<file path="src/rtl/core/hrsp_pkg.sv">
// ----------------------------------------------------------------------------
// hrsp_pkg
// Shared types and constants for the HTTP request stream parser.
// ----------------------------------------------------------------------------
package hrsp_pkg;

  localparam int MAX_REQUEST_BYTES = 8192;
  localparam int LIMIT_W           = 14;
  localparam int LEN_W             = 32;
  localparam int FIFO_DEPTH        = 4;
  localparam int PTR_W             = $clog2(FIFO_DEPTH);
  localparam int LVL_W             = $clog2(FIFO_DEPTH + 1);

  // Result kinds
  localparam logic [1:0] KIND_METHOD = 2'd0;
  localparam logic [1:0] KIND_PATH   = 2'd1;
  localparam logic [1:0] KIND_BODY   = 2'd2;
  localparam logic [1:0] KIND_FINISH = 2'd3;

  // Finish status codes
  localparam logic [1:0] ST_OK_NOBODY = 2'd0;
  localparam logic [1:0] ST_OK_BODY   = 2'd1;
  localparam logic [1:0] ST_ERROR     = 2'd2;

  // One result item as it leaves the block
  typedef struct packed {
    logic [1:0]       kind;
    logic [7:0]       data;
    logic [1:0]       status;
    logic [LEN_W-1:0] body_length;
    logic             last;
  } res_t;

  // Results of one request step: up to two, in order
  typedef struct packed {
    logic [1:0] num;
    res_t       first;
    res_t       second;
  } push_t;

  // Bytes of the "Content-Length: " header key
  function automatic logic [7:0] hdr_key_byte(input logic [3:0] idx);
    logic [7:0] c;
    case (idx)
      4'd0:    c = 8'h43; // C
      4'd1:    c = 8'h6F; // o
      4'd2:    c = 8'h6E; // n
      4'd3:    c = 8'h74; // t
      4'd4:    c = 8'h65; // e
      4'd5:    c = 8'h6E; // n
      4'd6:    c = 8'h74; // t
      4'd7:    c = 8'h2D; // -
      4'd8:    c = 8'h4C; // L
      4'd9:    c = 8'h65; // e
      4'd10:   c = 8'h6E; // n
      4'd11:   c = 8'h67; // g
      4'd12:   c = 8'h74; // t
      4'd13:   c = 8'h68; // h
      4'd14:   c = 8'h3A; // :
      4'd15:   c = 8'h20; // space
      default: c = 8'h00;
    endcase
    return c;
  endfunction

endpackage

</file>
<file path="src/rtl/core/http_request_stream_parser_top.sv">
// ----------------------------------------------------------------------------
// http_request_stream_parser_top
// HTTP/1.0 request line and Content-Length parser, one request byte a cycle while in_ready is high.
// ----------------------------------------------------------------------------
// Each request byte is parsed in the cycle it is accepted, so a new request
// byte can be taken every cycle while in_ready is high. A byte yields zero,
// one or two results (a method, path or body byte, then possibly the finish
// status); results go into a four-entry queue that delivers one per cycle
// while out_ready is high. in_ready drops while the queue holds more than
// two results, so bytes that add a second result, or a receiver that holds
// off, can stall the request stream.
// cfg_request_limit sets the most bytes taken per request (clamped to
// 1..8192) and must only be written while the block is idle.
module http_request_stream_parser_top (
  input  logic                          clk,
  input  logic                          rst_n,
  input  logic                          cfg_valid,
  output logic                          cfg_ready,
  input  logic [hrsp_pkg::LIMIT_W-1:0]  cfg_request_limit,
  input  logic                          in_valid,
  output logic                          in_ready,
  input  logic [7:0]                    in_data_byte,
  input  logic                          in_end_of_data,
  output logic                          out_valid,
  input  logic                          out_ready,
  output logic [1:0]                    out_kind,
  output logic [7:0]                    out_out_byte,
  output logic [1:0]                    out_status,
  output logic [hrsp_pkg::LEN_W-1:0]    out_body_length,
  output logic                          out_last
);

  localparam logic [hrsp_pkg::LVL_W-1:0] ROOM_LVL =
    hrsp_pkg::LVL_W'(hrsp_pkg::FIFO_DEPTH - 2);

  hrsp_pkg::push_t               push;
  hrsp_pkg::res_t                head;
  logic                          step;
  logic                          pop;
  logic [hrsp_pkg::LVL_W-1:0]    level;

  assign cfg_ready = 1'b1;
  assign in_ready  = (level <= ROOM_LVL);
  assign step      = in_valid & in_ready;
  assign pop       = out_valid & out_ready;

  hrsp_parse u_parse (
    .clk         (clk),
    .rst_n       (rst_n),
    .cfg_we      (cfg_valid & cfg_ready),
    .cfg_limit   (cfg_request_limit),
    .step        (step),
    .data_byte   (in_data_byte),
    .end_of_data (in_end_of_data),
    .push        (push)
  );

  hrsp_out_fifo u_out_fifo (
    .clk       (clk),
    .rst_n     (rst_n),
    .push      (push),
    .pop       (pop),
    .head      (head),
    .not_empty (out_valid),
    .level     (level)
  );

  assign out_kind        = head.kind;
  assign out_out_byte    = head.data;
  assign out_status      = head.status;
  assign out_body_length = head.body_length;
  assign out_last        = head.last;

  // Queue never holds more than its depth
  a_level_bound: assert property (@(posedge clk) disable iff (!rst_n)
    level <= hrsp_pkg::LVL_W'(hrsp_pkg::FIFO_DEPTH))
    else $error("result queue overflow");

  // Results only appear for an accepted request byte
  a_push_needs_step: assert property (@(posedge clk) disable iff (!rst_n)
    push.num != 2'd0 |-> step)
    else $error("result pushed without a request");

  // Every finish result closes the request
  a_finish_last: assert property (@(posedge clk) disable iff (!rst_n)
    out_valid && out_kind == hrsp_pkg::KIND_FINISH |-> out_last)
    else $error("finish result without last");

  // Reset leaves the queue empty
  a_reset_empty: assert property (@(posedge clk)
    !rst_n |=> level == '0)
    else $error("result queue not empty after reset");

endmodule

</file>
<file path="src/rtl/core/hrsp_parse.sv">
// ----------------------------------------------------------------------------
// hrsp_parse
// Per-byte parser step: phase machine, header matchers, length accumulator
// and request limit register. Emits up to two results per request byte.
// ----------------------------------------------------------------------------
module hrsp_parse (
  input  logic                          clk,
  input  logic                          rst_n,
  input  logic                          cfg_we,
  input  logic [hrsp_pkg::LIMIT_W-1:0]  cfg_limit,
  input  logic                          step,
  input  logic [7:0]                    data_byte,
  input  logic                          end_of_data,
  output hrsp_pkg::push_t               push
);

  typedef enum logic [2:0] {
    PH_METHOD,
    PH_PATH,
    PH_REST,
    PH_HEAD,
    PH_BODY,
    PH_DRAIN
  } phase_t;

  localparam logic [1:0] KIND_METHOD = hrsp_pkg::KIND_METHOD;
  localparam logic [1:0] KIND_PATH   = hrsp_pkg::KIND_PATH;
  localparam logic [1:0] KIND_BODY   = hrsp_pkg::KIND_BODY;
  localparam logic [1:0] KIND_FINISH = hrsp_pkg::KIND_FINISH;

  localparam logic [1:0] ST_OK_NOBODY = hrsp_pkg::ST_OK_NOBODY;
  localparam logic [1:0] ST_OK_BODY   = hrsp_pkg::ST_OK_BODY;
  localparam logic [1:0] ST_ERROR     = hrsp_pkg::ST_ERROR;

  localparam int CW = hrsp_pkg::LIMIT_W;
  localparam int LW = hrsp_pkg::LEN_W;
  localparam logic [CW-1:0] CNT_MAX   = {CW{1'b1}};
  localparam logic [CW-1:0] LIMIT_TOP = CW'(hrsp_pkg::MAX_REQUEST_BYTES);
  localparam logic [LW-1:0] LEN_MAX   = {LW{1'b1}};

  localparam logic [7:0] CH_SP = 8'h20;
  localparam logic [7:0] CH_LF = 8'h0A;
  localparam logic [7:0] CH_CR = 8'h0D;
  localparam logic [7:0] CH_C  = 8'h43;
  localparam logic [7:0] CH_A  = 8'h41;
  localparam logic [7:0] CH_Z  = 8'h5A;
  localparam logic [7:0] CH_0  = 8'h30;
  localparam logic [7:0] CH_9  = 8'h39;

  phase_t          phase_r, phase_nxt;
  logic [CW-1:0]   limit_r;
  logic [CW-1:0]   method_cnt_r, method_cnt_nxt;
  logic [CW-1:0]   path_cnt_r, path_cnt_nxt;
  logic [CW-1:0]   taken_r, taken_nxt;
  logic [4:0]      hdr_idx_r, hdr_idx_nxt;
  logic [2:0]      blank_idx_r, blank_idx_nxt;
  logic            len_seen_r, len_seen_nxt;
  logic            digits_r, digits_nxt;
  logic [LW-1:0]   len_r, len_nxt;
  logic [LW-1:0]   remain_r, remain_nxt;

  logic [CW-1:0]   lim;
  logic            data_vld;
  logic [1:0]      data_kind;
  logic            done;
  logic            term;
  logic [1:0]      st;
  logic [LW-1:0]   fin_len;
  logic [LW+3:0]   len_x10;
  logic [7:0]      blank_key;
  hrsp_pkg::res_t  data_item;
  hrsp_pkg::res_t  fin_item;

  function automatic logic [1:0] end_status(input phase_t ph, input logic seen);
    logic [1:0] s;
    case (ph)
      PH_HEAD: s = seen ? ST_ERROR : ST_OK_NOBODY;
      PH_BODY: s = ST_OK_BODY;
      default: s = ST_ERROR;
    endcase
    return s;
  endfunction

  always_comb begin
    lim = limit_r;
    if (lim == '0) begin
      lim = CW'(1);
    end
    if (lim > LIMIT_TOP) begin
      lim = LIMIT_TOP;
    end
  end

  assign len_x10 = ({4'b0, len_r} << 3) + ({4'b0, len_r} << 1)
                 + {{(LW){1'b0}}, data_byte[3:0]};

  always_comb begin
    case (blank_idx_r[1:0])
      2'd0, 2'd2: blank_key = CH_CR;
      default:    blank_key = CH_LF;
    endcase
  end

  always_comb begin
    phase_nxt      = phase_r;
    method_cnt_nxt = method_cnt_r;
    path_cnt_nxt   = path_cnt_r;
    taken_nxt      = taken_r;
    hdr_idx_nxt    = hdr_idx_r;
    blank_idx_nxt  = blank_idx_r;
    len_seen_nxt   = len_seen_r;
    digits_nxt     = digits_r;
    len_nxt        = len_r;
    remain_nxt     = remain_r;
    data_vld       = 1'b0;
    data_kind      = KIND_METHOD;
    done           = 1'b0;
    term           = 1'b0;
    st             = ST_OK_NOBODY;
    fin_len        = '0;

    if (step) begin
      if (phase_r == PH_DRAIN || phase_r > PH_DRAIN) begin
        // Ignore bytes until the request's last byte, then re-arm
        if (end_of_data) begin
          phase_nxt      = PH_METHOD;
          method_cnt_nxt = '0;
          path_cnt_nxt   = '0;
          taken_nxt      = '0;
          hdr_idx_nxt    = '0;
          blank_idx_nxt  = '0;
          len_seen_nxt   = 1'b0;
          digits_nxt     = 1'b0;
          len_nxt        = '0;
          remain_nxt     = '0;
        end else begin
          phase_nxt = PH_DRAIN;
        end
      end else begin
        if (data_byte == 8'h00) begin
          term = 1'b1;
        end else begin
          case (phase_r)
            PH_METHOD: begin
              if (data_byte >= CH_A && data_byte <= CH_Z) begin
                data_vld  = 1'b1;
                data_kind = KIND_METHOD;
                if (method_cnt_r < CNT_MAX) begin
                  method_cnt_nxt = method_cnt_r + CW'(1);
                end
              end else if (data_byte == CH_SP && method_cnt_r != '0) begin
                phase_nxt = PH_PATH;
              end else begin
                done = 1'b1;
                st   = ST_ERROR;
              end
            end
            PH_PATH: begin
              if (data_byte == CH_SP || data_byte == CH_LF) begin
                if (path_cnt_r == '0) begin
                  done = 1'b1;
                  st   = ST_ERROR;
                end else begin
                  phase_nxt = (data_byte == CH_SP) ? PH_REST : PH_HEAD;
                end
              end else begin
                data_vld  = 1'b1;
                data_kind = KIND_PATH;
                if (path_cnt_r < CNT_MAX) begin
                  path_cnt_nxt = path_cnt_r + CW'(1);
                end
              end
            end
            PH_REST: begin
              if (data_byte == CH_LF) begin
                phase_nxt = PH_HEAD;
              end
            end
            PH_HEAD: begin
              if (digits_r) begin
                if (data_byte >= CH_0 && data_byte <= CH_9) begin
                  // Saturate once the value leaves 32 bits
                  len_nxt = (len_x10[LW+3:LW] != 4'd0) ? LEN_MAX : len_x10[LW-1:0];
                end else begin
                  digits_nxt = 1'b0;
                end
              end
              if (!len_seen_r) begin
                if (data_byte == hrsp_pkg::hdr_key_byte(hdr_idx_r[3:0])) begin
                  hdr_idx_nxt = {1'b0, hdr_idx_r[3:0]} + 5'd1;
                end else begin
                  hdr_idx_nxt = (data_byte == CH_C) ? 5'd1 : 5'd0;
                end
                if (hdr_idx_nxt[4]) begin
                  len_seen_nxt = 1'b1;
                  digits_nxt   = 1'b1;
                  len_nxt      = '0;
                end
              end
              if (data_byte == blank_key) begin
                blank_idx_nxt = {1'b0, blank_idx_r[1:0]} + 3'd1;
              end else begin
                blank_idx_nxt = (data_byte == CH_CR) ? 3'd1 : 3'd0;
              end
              if (blank_idx_nxt[2]) begin
                if (!len_seen_nxt) begin
                  done = 1'b1;
                  st   = ST_OK_NOBODY;
                end else if (len_nxt == '0) begin
                  done = 1'b1;
                  st   = ST_OK_BODY;
                end else begin
                  phase_nxt  = PH_BODY;
                  remain_nxt = len_nxt;
                end
              end
            end
            default: begin
              // Body byte: pass it on and count down the length
              data_vld  = 1'b1;
              data_kind = KIND_BODY;
              if (remain_r != '0) begin
                remain_nxt = remain_r - LW'(1);
              end
              if (remain_nxt == '0) begin
                done = 1'b1;
                st   = ST_OK_BODY;
              end
            end
          endcase
        end

        if (taken_r < lim) begin
          taken_nxt = taken_r + CW'(1);
        end
        if (!done && (term || end_of_data || taken_nxt >= lim)) begin
          done = 1'b1;
          st   = end_status(phase_nxt, len_seen_nxt);
        end

        fin_len = len_nxt;
        if (done) begin
          if (end_of_data) begin
            phase_nxt      = PH_METHOD;
            method_cnt_nxt = '0;
            path_cnt_nxt   = '0;
            taken_nxt      = '0;
            hdr_idx_nxt    = '0;
            blank_idx_nxt  = '0;
            len_seen_nxt   = 1'b0;
            digits_nxt     = 1'b0;
            len_nxt        = '0;
            remain_nxt     = '0;
          end else begin
            phase_nxt = PH_DRAIN;
          end
        end
      end
    end
  end

  always_comb begin
    data_item.kind        = data_kind;
    data_item.data        = data_byte;
    data_item.status      = ST_OK_NOBODY;
    data_item.body_length = '0;
    data_item.last        = 1'b0;

    fin_item.kind        = KIND_FINISH;
    fin_item.data        = 8'h00;
    fin_item.status      = st;
    fin_item.body_length = fin_len;
    fin_item.last        = 1'b1;

    push.num    = {1'b0, data_vld} + {1'b0, done};
    push.first  = data_vld ? data_item : fin_item;
    push.second = fin_item;
  end

  always_ff @(posedge clk) begin
    if (!rst_n) begin
      phase_r      <= PH_METHOD;
      limit_r      <= CW'(hrsp_pkg::MAX_REQUEST_BYTES);
      method_cnt_r <= '0;
      path_cnt_r   <= '0;
      taken_r      <= '0;
      hdr_idx_r    <= '0;
      blank_idx_r  <= '0;
      len_seen_r   <= 1'b0;
      digits_r     <= 1'b0;
      len_r        <= '0;
      remain_r     <= '0;
    end else begin
      phase_r      <= phase_nxt;
      method_cnt_r <= method_cnt_nxt;
      path_cnt_r   <= path_cnt_nxt;
      taken_r      <= taken_nxt;
      hdr_idx_r    <= hdr_idx_nxt;
      blank_idx_r  <= blank_idx_nxt;
      len_seen_r   <= len_seen_nxt;
      digits_r     <= digits_nxt;
      len_r        <= len_nxt;
      remain_r     <= remain_nxt;
      if (cfg_we) begin
        limit_r <= cfg_limit;
      end
    end
  end

endmodule

</file>
<file path="src/rtl/core/hrsp_out_fifo.sv">
// ----------------------------------------------------------------------------
// hrsp_out_fifo
// Result queue: takes up to two results per cycle, hands out one per cycle on pop.
// ----------------------------------------------------------------------------
module hrsp_out_fifo (
  input  logic                         clk,
  input  logic                         rst_n,
  input  hrsp_pkg::push_t              push,
  input  logic                         pop,
  output hrsp_pkg::res_t               head,
  output logic                         not_empty,
  output logic [hrsp_pkg::LVL_W-1:0]   level
);

  localparam int PW = hrsp_pkg::PTR_W;
  localparam int VW = hrsp_pkg::LVL_W;

  hrsp_pkg::res_t mem [hrsp_pkg::FIFO_DEPTH];
  logic [PW-1:0]  wr_ptr_r, wr_ptr_nxt;
  logic [PW-1:0]  rd_ptr_r, rd_ptr_nxt;
  logic [VW-1:0]  level_r, level_nxt;

  always_comb begin
    wr_ptr_nxt = wr_ptr_r + PW'(push.num);
    rd_ptr_nxt = rd_ptr_r + PW'(pop);
    level_nxt  = level_r + VW'(push.num) - VW'(pop);
  end

  always_ff @(posedge clk) begin
    if (push.num != 2'd0) begin
      mem[wr_ptr_r] <= push.first;
    end
    if (push.num == 2'd2) begin
      mem[wr_ptr_r + PW'(1)] <= push.second;
    end
  end

  always_ff @(posedge clk) begin
    if (!rst_n) begin
      wr_ptr_r <= '0;
      rd_ptr_r <= '0;
      level_r  <= '0;
    end else begin
      wr_ptr_r <= wr_ptr_nxt;
      rd_ptr_r <= rd_ptr_nxt;
      level_r  <= level_nxt;
    end
  end

  assign head      = mem[rd_ptr_r];
  assign not_empty = (level_r != '0);
  assign level     = level_r;

endmodule

</file>
<file path="config.mk">
export PLATFORM = sky130hd
export DESIGN_NAME = http_request_stream_parser_top
export DESIGN_NICKNAME = d
export VERILOG_FILES = /design/src/rtl/core/hrsp_pkg.sv /design/src/rtl/core/http_request_stream_parser_top.sv /design/src/rtl/core/hrsp_parse.sv /design/src/rtl/core/hrsp_out_fifo.sv
export SDC_FILE = /design/constraint.sdc
export NUM_CORES = 1
export LEC_CHECK = 0
export ABC_AREA = 1
export BUFFER_PORTS_ARGS = -buffer_cell sky130_fd_sc_hd__buf_4
export CAP_MARGIN = 40
export CELL_PAD_IN_SITES_DETAIL_PLACEMENT = 1
export CELL_PAD_IN_SITES_GLOBAL_PLACEMENT = 2
export CORE_ASPECT_RATIO = 1.75
export CORE_MARGIN = 1
export CORE_UTILIZATION = 39
export DETAILED_ROUTE_END_ITERATION = 7
export PLACE_DENSITY_LB_ADDON = 0.1
export SLEW_MARGIN = 20
export SYNTH_ARGS = -nofsm -noshare
export SYNTH_HDL_FRONTEND = slang
export SYNTH_SLANG_ARGS = --single-unit
export TNS_END_PERCENT = 30
</file>
<file path="constraint.sdc">
create_clock -name clk -period 17 [get_ports clk]
set_input_delay 2.55 -clock clk [delete_from_list [all_inputs] [get_ports clk]]
set_output_delay 2.55 -clock clk [all_outputs]
set_load 0.005 [all_outputs]
</file>
Word level (Yosys, flattened, before mapping) --
Memory sizes are Yosys's and may differ from the RTL's. A register that Yosys moved wholly into a read port is not among the register bits. Cells that the tools add are included.
Cells by class: magnitude comparators 11, eq/ne operators 15, mux-type cells 178, add/sub/neg operators 14, bitwise gates (word level) 2, reductions and logical operators 27
Operator list (number):
- two-way mux 32 bit | 29
- two-way mux 14 bit | 23
- two-way mux 3 bit | 26
- two-way mux 5 bit | 13
- zero test 32 bit | 2
- case mux 32 bit (2 select lines) | 1
- two-way mux 1 bit | 57
- two-way mux 45 bit | 1
- adder 14 x 1 -> 14 bit, second input constant | 3
- two-way mux 8 bit | 5
- adder 35 x 33 -> 36 bit | 1
- adder 36 x 4 -> 36 bit | 1
- nonzero test 32 bit | 1
- subtractor 32 x 1 -> 32 bit, second input constant | 1
- two-way mux 2 bit | 15
- zero test 14 bit | 2
- less-than comparator 14 bit, second input constant | 2
- == test 8 x 4 -> 1 bit, second input constant | 2
- greater-or-equal comparator 14 bit | 1
- > comparator 14 bit, second input constant | 1
- less-than comparator 14 bit | 1
- nonzero test 14 bit | 1
- case mux 3 bit (4 select lines) | 1
- == test 3 x 2 -> 1 bit, second input constant | 3
- 41 further kinds | 54
Word-level totals: bits in read-only memories 112, memories 2, input bits 28, bits in writable memories 180, output and inout port bits 48, bits in registers 140
Memory list:
- u_out_fifo.mem | depth 4, width 45, rd ports 1, clocked after Yosys merged registers in 1, wr ports 2, RTL line hrsp_out_fifo.sv:18 | hrsp_pkg::res_t mem [hrsp_pkg::FIFO_DEPTH];
- (no name shown) | depth 16, width 7, rd ports 1, clocked after Yosys merged registers in 1, wr ports 0, RTL line hrsp_pkg.sv:44 | case (idx)

Logic depth before layout (Yosys ltp) --
Gate-level depths: netlist (run 1).
word-level depth 37, mapped depth 45

By module --
A second synthesis (run 1) with hierarchy kept.
Second synthesis, totals: cells, all modules 3505, area total of the unflattened synthesis 23964.2 um2
By module, submodules not included:
- hrsp_parse | cells each 2462, instances 1, area each 14044.7 um2, seq. area each 2762.6 um2
- hrsp_out_fifo | cells each 1033, instances 1, area each 9873.2 um2, seq. area each 5545.3 um2
- http_request_stream_parser_top | cells each 10, instances 1, area each 46.3 um2, seq. area each 0.0 um2

Worst setup path before layout (run 1) --
OpenSTA, ideal clock, no wires.
path type input port to flip-flop, start point in in_data_byte[3], end point mem u_out_fifo.mem[3][10] in the netlist's numbering, data pin, setup slack 9.254 ns, stages 37, setup time 0.143 ns, arrival 7.602 ns, path through inv_1 > fa_1 > fa_1 > inv_1 > nand2_1 > nand2_1 > nand3_1 > nand2_1 > nand2_1 > nand2_2 > nand2_1 > nand2_1 > nand2_1 > nand2_1 > nand2_1 > nor2_4 > buf_6 > nand2_1 > nand2_1 > nand2_1 > nor2_1 > nand2_1 > nor2_1 > nand2_2 > nand2_1 > nand2_1 > nand2_2 > a21oi_1 > nor2_1 > inv_1 > ha_1 > nor3_1 > inv_1 > nand2_1 > o21ai_1 > clkbuf_1 > nor2_1
RTL lines:
- start, declared | RTL line http_request_stream_parser_top.sv:22 | input logic [7:0] in_data_byte,
- end, declared | RTL line hrsp_out_fifo.sv:18

==> results.ini, run 1 <==
[placement]
place.gp.congestion=0.896
portBuffers=74
hpwl_mm=62.7

[routing]
num_vias=21407
drt-total-wl_mm=83.2
drt_iter0_markers=949
remaining_drc_errors=0
ant_nets=0
vias_per_cell=5.42
wl_per_cell_um=21.1
drt_first_pass_iters=5

[die]
chipWidth_um=181
io_pins=76
rows=114
die_area_sq_um=56800
core_area_sq_um=55200
start_util=0.394
die_h_um=315

[cts]
clock_latency_ns=0.56
cts_resized=0
clkSinkCount=325
clockBufferDepth=3
cts_tree=yes
clock-root-buffer=clkbuf_16
h-tree-depth=2
cts_hold_buf=0
cts_buffers=35
postCtsSetupBuffers=0
clk_pin_slew_ns=0.06

[logic_synthesis]
synthesis.nets=3356
synth.distinct_cells=57
async_flop_share=0
synth_top_area_share=0.188
yosysSeqAreaShare=0.361
yosysTopAreaCell=edfxtp_1
synth_edf_count=136
syn_inst=3213
synth_area_sq_um=21800
yosys_warnings=0
synth_area_leaders=edfxtp_1, dfxtp_1, nand2_1
synthFlopType=dfxtp_1
syn_area_per_cell_sq_um=6.78
synth_seq_cells=325

[sta]
layout_min_cycle_time_ns=8.26
finalCritPeriodShare=0.486
maxSlewHeadroom=0.413
grt_setup_unrepaired=false
max_freq_ghz=0.121
setup_viol=0
clock_skew_ns=0.0264
finalHoldViolCount=0
slew_violations=0
worstMarginPinSlew_ns=0.875
tns_ns=0

[critical_path]
crit_end=u_out_fifo.mem[1][9]
critPathMaxFanout=35
arrival_ns=8.66
critPathCaptureType=register
cp.required_ns=17.40
crit_type=input port to register
crit_family=simple AND/OR/NAND/NOR gates
critPathBufInv=7
crit_path_top_delay_cell=nor2_4
start_kind=input port
r2r-end=u_out_fifo.mem[1][29]
critPathLaunch=in_data_byte[3]
r2r-start=u_parse.limit_r[8]
cpMostUsedCell=nand2_1
r2r_setup_slack_ns=8.75
cp.depth=38
slowest_delay_ns=0.61
r2r_cells=37

[outcome]
status=finished clean

[global_route]
grt_pass1_wl_mm=128
groute.usage.overall=0.292
antenna_found_initial=0
grt_max_degree=85
grt_pass1_vias=22607
grt_overflow=0

[finish]
synthToLayoutAreaGrowth_pct=10.9
layout_commonest_cell=nand2_1
nets=3373
regArea_sq_um=7870
diodes=0
multi_input_area_sq_um=11600
drive_gt1_frac=0.0818
fillers=7129
mostFrequentLayoutCells=nand2_1, nor2_1, inv_1

[power]
p_total_uw=2710
p_leak_uw=0.0108
powerDensity_nw_per_um2=112
ir_drop_mv=0.0804

[min_path]
hold_class=register to register
min-delay-start=u_out_fifo.mem[2][0]

[job]
drv_cap=0

-- worst reg2reg max path, delay by kind of cell, from the launching register on --
family | cells | cell delay (ns)
AOI/OAI and AO/OA | 15 | 3.22
buffers and inverters | 9 | 2.24
and+or+nand+nor | 10 | 1.34
adders and majority gates | 3 | 0.86
DFF | 1 | 0.32
-- per-layer routing --
metal / part of all wire / up-vias / wire length, um / global-route usage
li1: - / 10443 / - / -
met1: 0.36 / 10431 / 29900 / 0.287
met2: 0.54 / 334 / 45000 / 0.572
met3: 0.023 / 199 / 1930 / 0.0265
met4: 0.077 / 0 / 6380 / 0.200
met5: 0 / - / 0 / 0
-- worst min-delay path by stage --
stage,endpoint,depth (start not counted),slack (ns)
6_report,u_out_fifo.mem[2][0],2,0.46
5_1_grt,u_out_fifo.mem[2][0],2,0.48
4_1_cts,u_out_fifo.mem[2][0],2,0.46
3_5_place_dp,u_out_fifo.mem[3][37],2,0.45
3_3_place_gp,u_out_fifo.mem[2][0],2,0.44
2_1_floorplan,u_out_fifo.mem[1][0],2,0.42
-- flip-flops by register name, indices dropped and copies added (netlist names), named ones only --
name                  cells
u_parse.hdr_idx_r         4
u_parse.limit_r          14
u_out_fifo.wr_ptr_r       2
u_parse.phase_r           3
u_parse.len_r            32
u_parse.len_seen_r        1
u_parse.remain_r         32
u_parse.digits_r          1
u_parse.taken_r          14
u_out_fifo.mem          180
u_out_fifo.level          3
u_parse.method_cnt_r     14
u_out_fifo.rd_ptr_r       2
u_parse.path_cnt_r       14
u_parse.blank_idx_r       2
-- where the power goes --
part / internal [uW] / switching, uW / leakage [uW] / total [uW]
Sequential: 937 / 53.5 / 0.00276 / 991
Combinational: 321 / 644 / 0.00749 / 965
Clock: 408 / 345 / 0.000524 / 753
-- layout make-up --
class / instances / area share
inverter: 447 / 0.0695
clock buffer: 46 / 0.0389
timing repair buffer: 123 / 0.0415
sequential: 325 / 0.326
multi-input combinational: 2298 / 0.483
clock inverter: 14 / 0.00549
tap: 696 / 0.0361
-- stage by stage --
stage | cell area, sq um | utilization | setup WS (ns) | std cells | hold WS, ns
global placement | 22800 | 0.413 | 8.20 | 3865 | 0.436
CTS | 24100 | 0.437 | 8.60 | 3945 | 0.461
floorplan | 21800 | - | 9.25 | 3213 | 0.422
detailed placement | 23000 | 0.417 | 8.13 | 3885 | 0.450
global route | 24100 | 0.437 | 7.95 | 3949 | 0.482
finish | 24100 | 0.437 | 8.74 | 3949 | 0.458
-- cells in the mapped netlist (18+ instances only) --
library cell	count
o21ai_0	231
o22ai_1	103
dfxtp_1	189
inv_1	430
a21oi_2	30
nand3_1	101
a21oi_1	193
clkbuf_1	112
nor3_1	37
buf_2	18
ha_1	112
nand4_1	26
edfxtp_1	136
a22oi_1	18
xor2_1	46
nand2_1	765
nor2_1	502
nor4_1	19
-- cells by family after synthesis --
group | share of synthesized area
adder cells (fa/ha/maj) | 0.0671
XOR/XNOR | 0.0213
AO/OA/AOI/OAI | 0.163
flip-flops | 0.361
AND/OR/NAND/NOR | 0.281
other | 0.000172
buffers and inverters | 0.106
Power figures use the tool's default switching activity.
==> run 2, diff against run 1 <==
--- a/config.mk
+++ b/config.mk
@@ -5,14 +5,14 @@
 export SDC_FILE = /design/constraint.sdc
 export NUM_CORES = 1
 export LEC_CHECK = 0
-export ABC_AREA = 1
+export ABC_AREA = 0
 export BUFFER_PORTS_ARGS = -buffer_cell sky130_fd_sc_hd__buf_4
 export CAP_MARGIN = 40
 export CELL_PAD_IN_SITES_DETAIL_PLACEMENT = 1
 export CELL_PAD_IN_SITES_GLOBAL_PLACEMENT = 2
 export CORE_ASPECT_RATIO = 1.75
 export CORE_MARGIN = 1
-export CORE_UTILIZATION = 39
+export CORE_UTILIZATION = 40
 export DETAILED_ROUTE_END_ITERATION = 7
 export PLACE_DENSITY_LB_ADDON = 0.1
 export SLEW_MARGIN = 20
==> constraint.sdc (replaced) <==
create_clock -name clk -period 8.4 [get_ports clk]
set_input_delay 1.26 -clock clk [delete_from_list [all_inputs] [get_ports clk]]
set_output_delay 1.26 -clock clk [all_outputs]
set_load 0.005 [all_outputs]
==> results.ini, run 2 <==
[die]
rows=109
io_pins=76
die_h_um=302
start_util=0.406
core_area_sq_um=50700
chipWidth_um=174
die_area_sq_um=52500

[finish]
regArea_sq_um=7870
synthToLayoutAreaGrowth_pct=12.2
multi_input_area_sq_um=11900
reg_top3=u_out_fifo.mem: 180 flops, u_parse.len_r: 32 flops, u_parse.remain_r: 32 flops
mostFrequentLayoutCells=nor2_1, nand2_1, dfxtp_1
fillers=5920
largest-register=u_out_fifo.mem
drive_gt1_frac=0.120
layout_commonest_cell=nor2_1
nets=2517
largest_reg_flops=180

[routing]
vias_per_cell=6.18
ant_nets=0
drt-total-wl_mm=79.3
remaining_drc_errors=0
wl_per_cell_um=25.8
drt_iter0_markers=1089
drt_first_pass_iters=5
num_vias=18959

[job]
drv_cap=0

[critical_path]
cpMostUsedCell=a21o_1
start_kind=register
crit_path_top_delay_cell=nor4_1
r2r_cells=37
slowest_delay_ns=0.45
arrival_ns=8.07
critPathCaptureType=register
r2r-end=u_out_fifo.level[2]
cp.required_ns=8.83
critPathMaxFanout=6
r2r_setup_slack_ns=0.76
r2r-start=u_parse.limit_r[8]
crit_type=register to register

[power]
powerDensity_nw_per_um2=232
p_total_uw=5360
p_leak_uw=0.00862
ir_drop_mv=0.166

[global_route]
grt_max_degree=67
grt_pass1_wl_mm=120
groute.usage.overall=0.301
antenna_found_initial=1
grt_overflow=0
grt_pass1_vias=19900

[cts]
postCtsSetupBuffers=0
cts_resized=0
clkSinkCount=325
cts_hold_buf=0
cts_buffers=35
clock-root-buffer=clkbuf_16
clk_pin_slew_ns=0.07
clock_latency_ns=0.55
h-tree-depth=2
clockBufferDepth=3
cts_tree=yes

[placement]
portBuffers=74
dp_slack_ns=0.348
hpwl_mm=59.2
place.gp.congestion=0.939

[sta]
fin_worst_hold_slack_ns=0.449
grt_setup_unrepaired=false
max_freq_ghz=0.131
setup_viol=0
finalHoldViolCount=0
maxSlewHeadroom=0.386
worstMarginPinSlew_ns=0.911
setup_slack_ns=0.757
clock_skew_ns=0.0249
layout_min_cycle_time_ns=7.64
tns_ns=0
finalCritPeriodShare=0.910
slew_violations=0

[logic_synthesis]
syn_inst=2351
synth_area_leaders=edfxtp_1, dfxtp_1, ha_1
synth_common_cells=nor2_1, nand2_1, dfxtp_1, o21ai_0, edfxtp_1
yosysTopAreaCell=edfxtp_1
async_flop_share=0
syn_area_per_cell_sq_um=8.77
yosysSeqAreaShare=0.382
synth_edf_count=136
synthFlopType=dfxtp_1
yosysMostFrequentCell=nor2_1
yosys_warnings=0
synth_seq_cells=325
synth_area_sq_um=20600
synth.distinct_cells=87
synth_top_area_share=0.198
synthesis.nets=2494

[min_path]
hold_class=register to register
hold_end=u_out_fifo.mem[1][0]
min-delay-start=u_out_fifo.mem[1][0]
holdPathStages=2

[outcome]
status=finished clean

[run 2: cell count changes in the layout (fill, tap and decap cells not counted), sizes merged, moves of 32 or more]
cell | previous run | this run
a22o | 0 | 39
o22ai | 103 | 9
inv | 444 | 62
mux4 | 0 | 45
a21oi | 223 | 124
nand2 | 780 | 247
and2 | 0 | 35
nand3 | 103 | 48
xnor2 | 7 | 39
nor2 | 508 | 346
o21ai | 235 | 182
[run 2: logic make-up after synthesis]
kind of cell | Yosys count | synth area share
xor+xnor | 63 | 0.0268
mux | 74 | 0.0638
flops | 325 | 0.382
other cells | 1 | 0.000182
compound gates | 633 | 0.205
buf+inv | 216 | 0.0449
fa+ha+maj | 115 | 0.0709
simple gates | 924 | 0.207
[run 2: how the worst max path moves through the flow]
stage / endpoint / start / depth (start not counted)
global placement: u_out_fifo.level[2] / in_data_byte[3] / 26
finish: u_out_fifo.level[2] / u_parse.limit_r[8] / 37
floorplan: u_out_fifo.mem[0][10] / in_data_byte[3] / 24
CTS: u_out_fifo.level[2] / u_parse.limit_r[8] / 37
detailed placement: u_out_fifo.level[2] / in_data_byte[3] / 26
global route: u_out_fifo.mem[0][8] / u_parse.limit_r[8] / 33
[run 2: metal layers]
layer / track usage / wire, um / up-vias
met5: 0 / 0 / -
met2: 0.579 / 42900 / 467
met3: 0.0277 / 2430 / 223
met1: 0.309 / 28200 / 9502
li1: - / - / 8767
met4: 0.199 / 5730 / 0
[run 2: per-stage QoR]
step	cell area [sq um]	std cells	utilization
detailed placement	21900	2999	0.432
floorplan	20600	2351	-
global route	23100	3067	0.456
CTS	23100	3063	0.455
finish	23100	3069	0.456
global placement	21800	2987	0.429
[run 2: power by group]
part	internal (uW)	switching, uW	total (uW)
combinational	726	1000	1730
clock	907	701	1610
sequential	1890	133	2020
[run 2: area by class of cell]
class / instances / area share
Inverter: 59 / 0.00958
Tap cell: 666 / 0.0360
Sequential cell: 325 / 0.340
Clock inverter: 18 / 0.00801
Multi-Input combinational cell: 1810 / 0.513
Clock buffer: 46 / 0.0427
Timing Repair Buffer: 143 / 0.0499
Antenna cell: 2 / 0.000216
[run 2: critical path, delay by kind of cell, from the launching register on]
| kind | cells | cell delay [ns] |
|---|---|---|
| fa+ha+maj | 6 | 1.72 |
| mux | 1 | 0.35 |
| compound gates | 14 | 2.64 |
| xor+xnor | 2 | 0.35 |
| flops | 1 | 0.33 |
| simple gates | 9 | 1.78 |
| buf+inv | 5 | 0.38 |
==> run 3, diff against run 2 <==
==> constraint.sdc (replaced) <==
create_clock -name clk -period 8.68 [get_ports clk]
set_input_delay 1.302 -clock clk [delete_from_list [all_inputs] [get_ports clk]]
set_output_delay 1.302 -clock clk [all_outputs]
set_load 0.005 [all_outputs]
==> results.ini, run 3 (same netlist as run 2, synthesis figures left out) <==
[outcome]
status=finished clean

[min_path]
hold_class=register to register
hold_end=u_out_fifo.mem[0][0]
min-delay-start=u_out_fifo.mem[0][0]
holdPathStages=2

[critical_path]
start_kind=register
r2r-start=u_parse.limit_r[8]
critPathMaxFanout=35
r2r_cells=34
crit_path_top_delay_cell=nor4_1
r2r_setup_slack_ns=0.84
r2r-end=u_out_fifo.mem[1][16]
crit_type=register to register
cp.required_ns=8.96
arrival_ns=8.12
critPathCaptureType=register
slowest_delay_ns=0.43
cpMostUsedCell=a21o_1

[sta]
finalHoldViolCount=0
layout_min_cycle_time_ns=7.84
setup_slack_ns=0.844
setup_viol=0
tns_ns=0
worstMarginPinSlew_ns=0.931
clock_skew_ns=0.0207
finalCritPeriodShare=0.903
max_freq_ghz=0.128
slew_violations=0
maxSlewHeadroom=0.373
grt_setup_unrepaired=false

[global_route]
grt_pass1_vias=19905
grt_pass1_wl_mm=119
grt_max_degree=66
antenna_found_initial=0
groute.usage.overall=0.297
grt_overflow=0

[cts]
cts_hold_buf=0
postCtsSetupBuffers=0
cts_resized=0
clock_latency_ns=0.55
cts_buffers=35
clockBufferDepth=3
h-tree-depth=2
clock-root-buffer=clkbuf_16
clkSinkCount=325
clk_pin_slew_ns=0.06
cts_tree=yes

[routing]
drt_first_pass_iters=5
wl_per_cell_um=25.5
drt-total-wl_mm=78.0
drt_iter0_markers=1055
num_vias=18760
remaining_drc_errors=0
vias_per_cell=6.13
ant_nets=0

[power]
p_int_uw=3490
ir_drop_mv=0.163
powerDensity_nw_per_um2=227
clock_power_share=0.312
p_switching_uw=1760
p_sw_frac=0.335
p_leak_uw=0.00861
power.share.combinational=0.314
seqPwrFrac=0.374

[finish]
drive_gt1_frac=0.114
mostFrequentLayoutCells=nor2_1, nand2_1, dfxtp_1
diodes=0
finalNonFillerCells=3058
nets=2508
largest-register=u_out_fifo.mem
synthToLayoutAreaGrowth_pct=11.9
layout_commonest_cell=nor2_1
reg_top3=u_out_fifo.mem: 180 flops, u_parse.len_r: 32 flops, u_parse.remain_r: 32 flops
largest_reg_flops=180

[die]
rows=109
die_area_sq_um=52500
io_pins=76
die_h_um=302
core_area_sq_um=50700
start_util=0.406
chipWidth_um=174

[placement]
dp_slack_ns=0.398
hpwl_mm=58.3
place.gp.congestion=0.940
place_inst=2990
portBuffers=74

[job]
drv_cap=0

run 3: cell count changes in the layout (fill, tap and decap cells not counted), sizes merged, moves of 2 or more:
cell	change
clkinvlp	-4
bufinv	+4
buf	-9
clkinv	-2
diode	-2
run 3: cell type report:
cell class              instances  area (sq um)
multi-input cells            1810         11900
flip-flops and latches        325          7870
well taps                     666           833
fillers                      5985         27700
clock inverters                16           268
clock buffers                  48           965
repair buffers                134          1050
inverters                      59           221
run 3: worst max-delay path, delay by kind of cell, from the launching register on:
| family | cells | cell delay (ns) |
|---|---|---|
| compound gates | 13 | 2.42 |
| buf+inv | 5 | 0.91 |
| xor+xnor | 1 | 0.32 |
| flops | 1 | 0.33 |
| fa+ha+maj | 3 | 0.83 |
| simple gates | 12 | 2.73 |
run 3: power by group through the flow:
stage / clock network, uW / logic, uW / registers, uW
6_report: 1640 / 1650 / 1960
5_1_grt: 1720 / 1770 / 1990
4_1_cts: 1680 / 1660 / 1960
3_5_place_dp: 0 / 1650 / 1990
3_3_place_gp: 0 / 1580 / 2010
2_1_floorplan: 0 / 1050 / 1920
run 3: metal layers:
| metal | share of wire | track usage | vias up |
|---|---|---|---|
| met3 | 0.027 | 0.0253 | 211 |
| met5 | 0 | 0 | - |
| met4 | 0.065 | 0.181 | 0 |
| met2 | 0.54 | 0.583 | 435 |
| met1 | 0.36 | 0.302 | 9382 |
| li1 | - | - | 8732 |
run 3: how the worst max path moves through the flow:
stage	startpoint	to	slack (ns)	cells after the start
after floorplan	in_data_byte[3]	u_out_fifo.mem[0][10]	0.73	24
after global placement	in_data_byte[3]	u_out_fifo.mem[3][33]	0.68	25
after detailed placement	in_data_byte[3]	u_out_fifo.mem[1][16]	0.40	25
after CTS	u_parse.limit_r[8]	u_out_fifo.mem[1][16]	0.86	34
after global routing	u_parse.limit_r[8]	u_out_fifo.mem[1][16]	0.18	34
final	u_parse.limit_r[8]	u_out_fifo.mem[1][16]	0.84	34
run 3: metrics by stage:
step,total power (uW),util,instance area (sq um),hold WS [ns]
6_report,5250,0.455,23100,0.454
2_1_floorplan,2960,-,20600,0.417
3_3_place_gp,3590,0.428,21700,0.430
5_1_grt,5480,0.455,23100,0.475
4_1_cts,5300,0.454,23000,0.453
3_5_place_dp,3640,0.430,21800,0.444
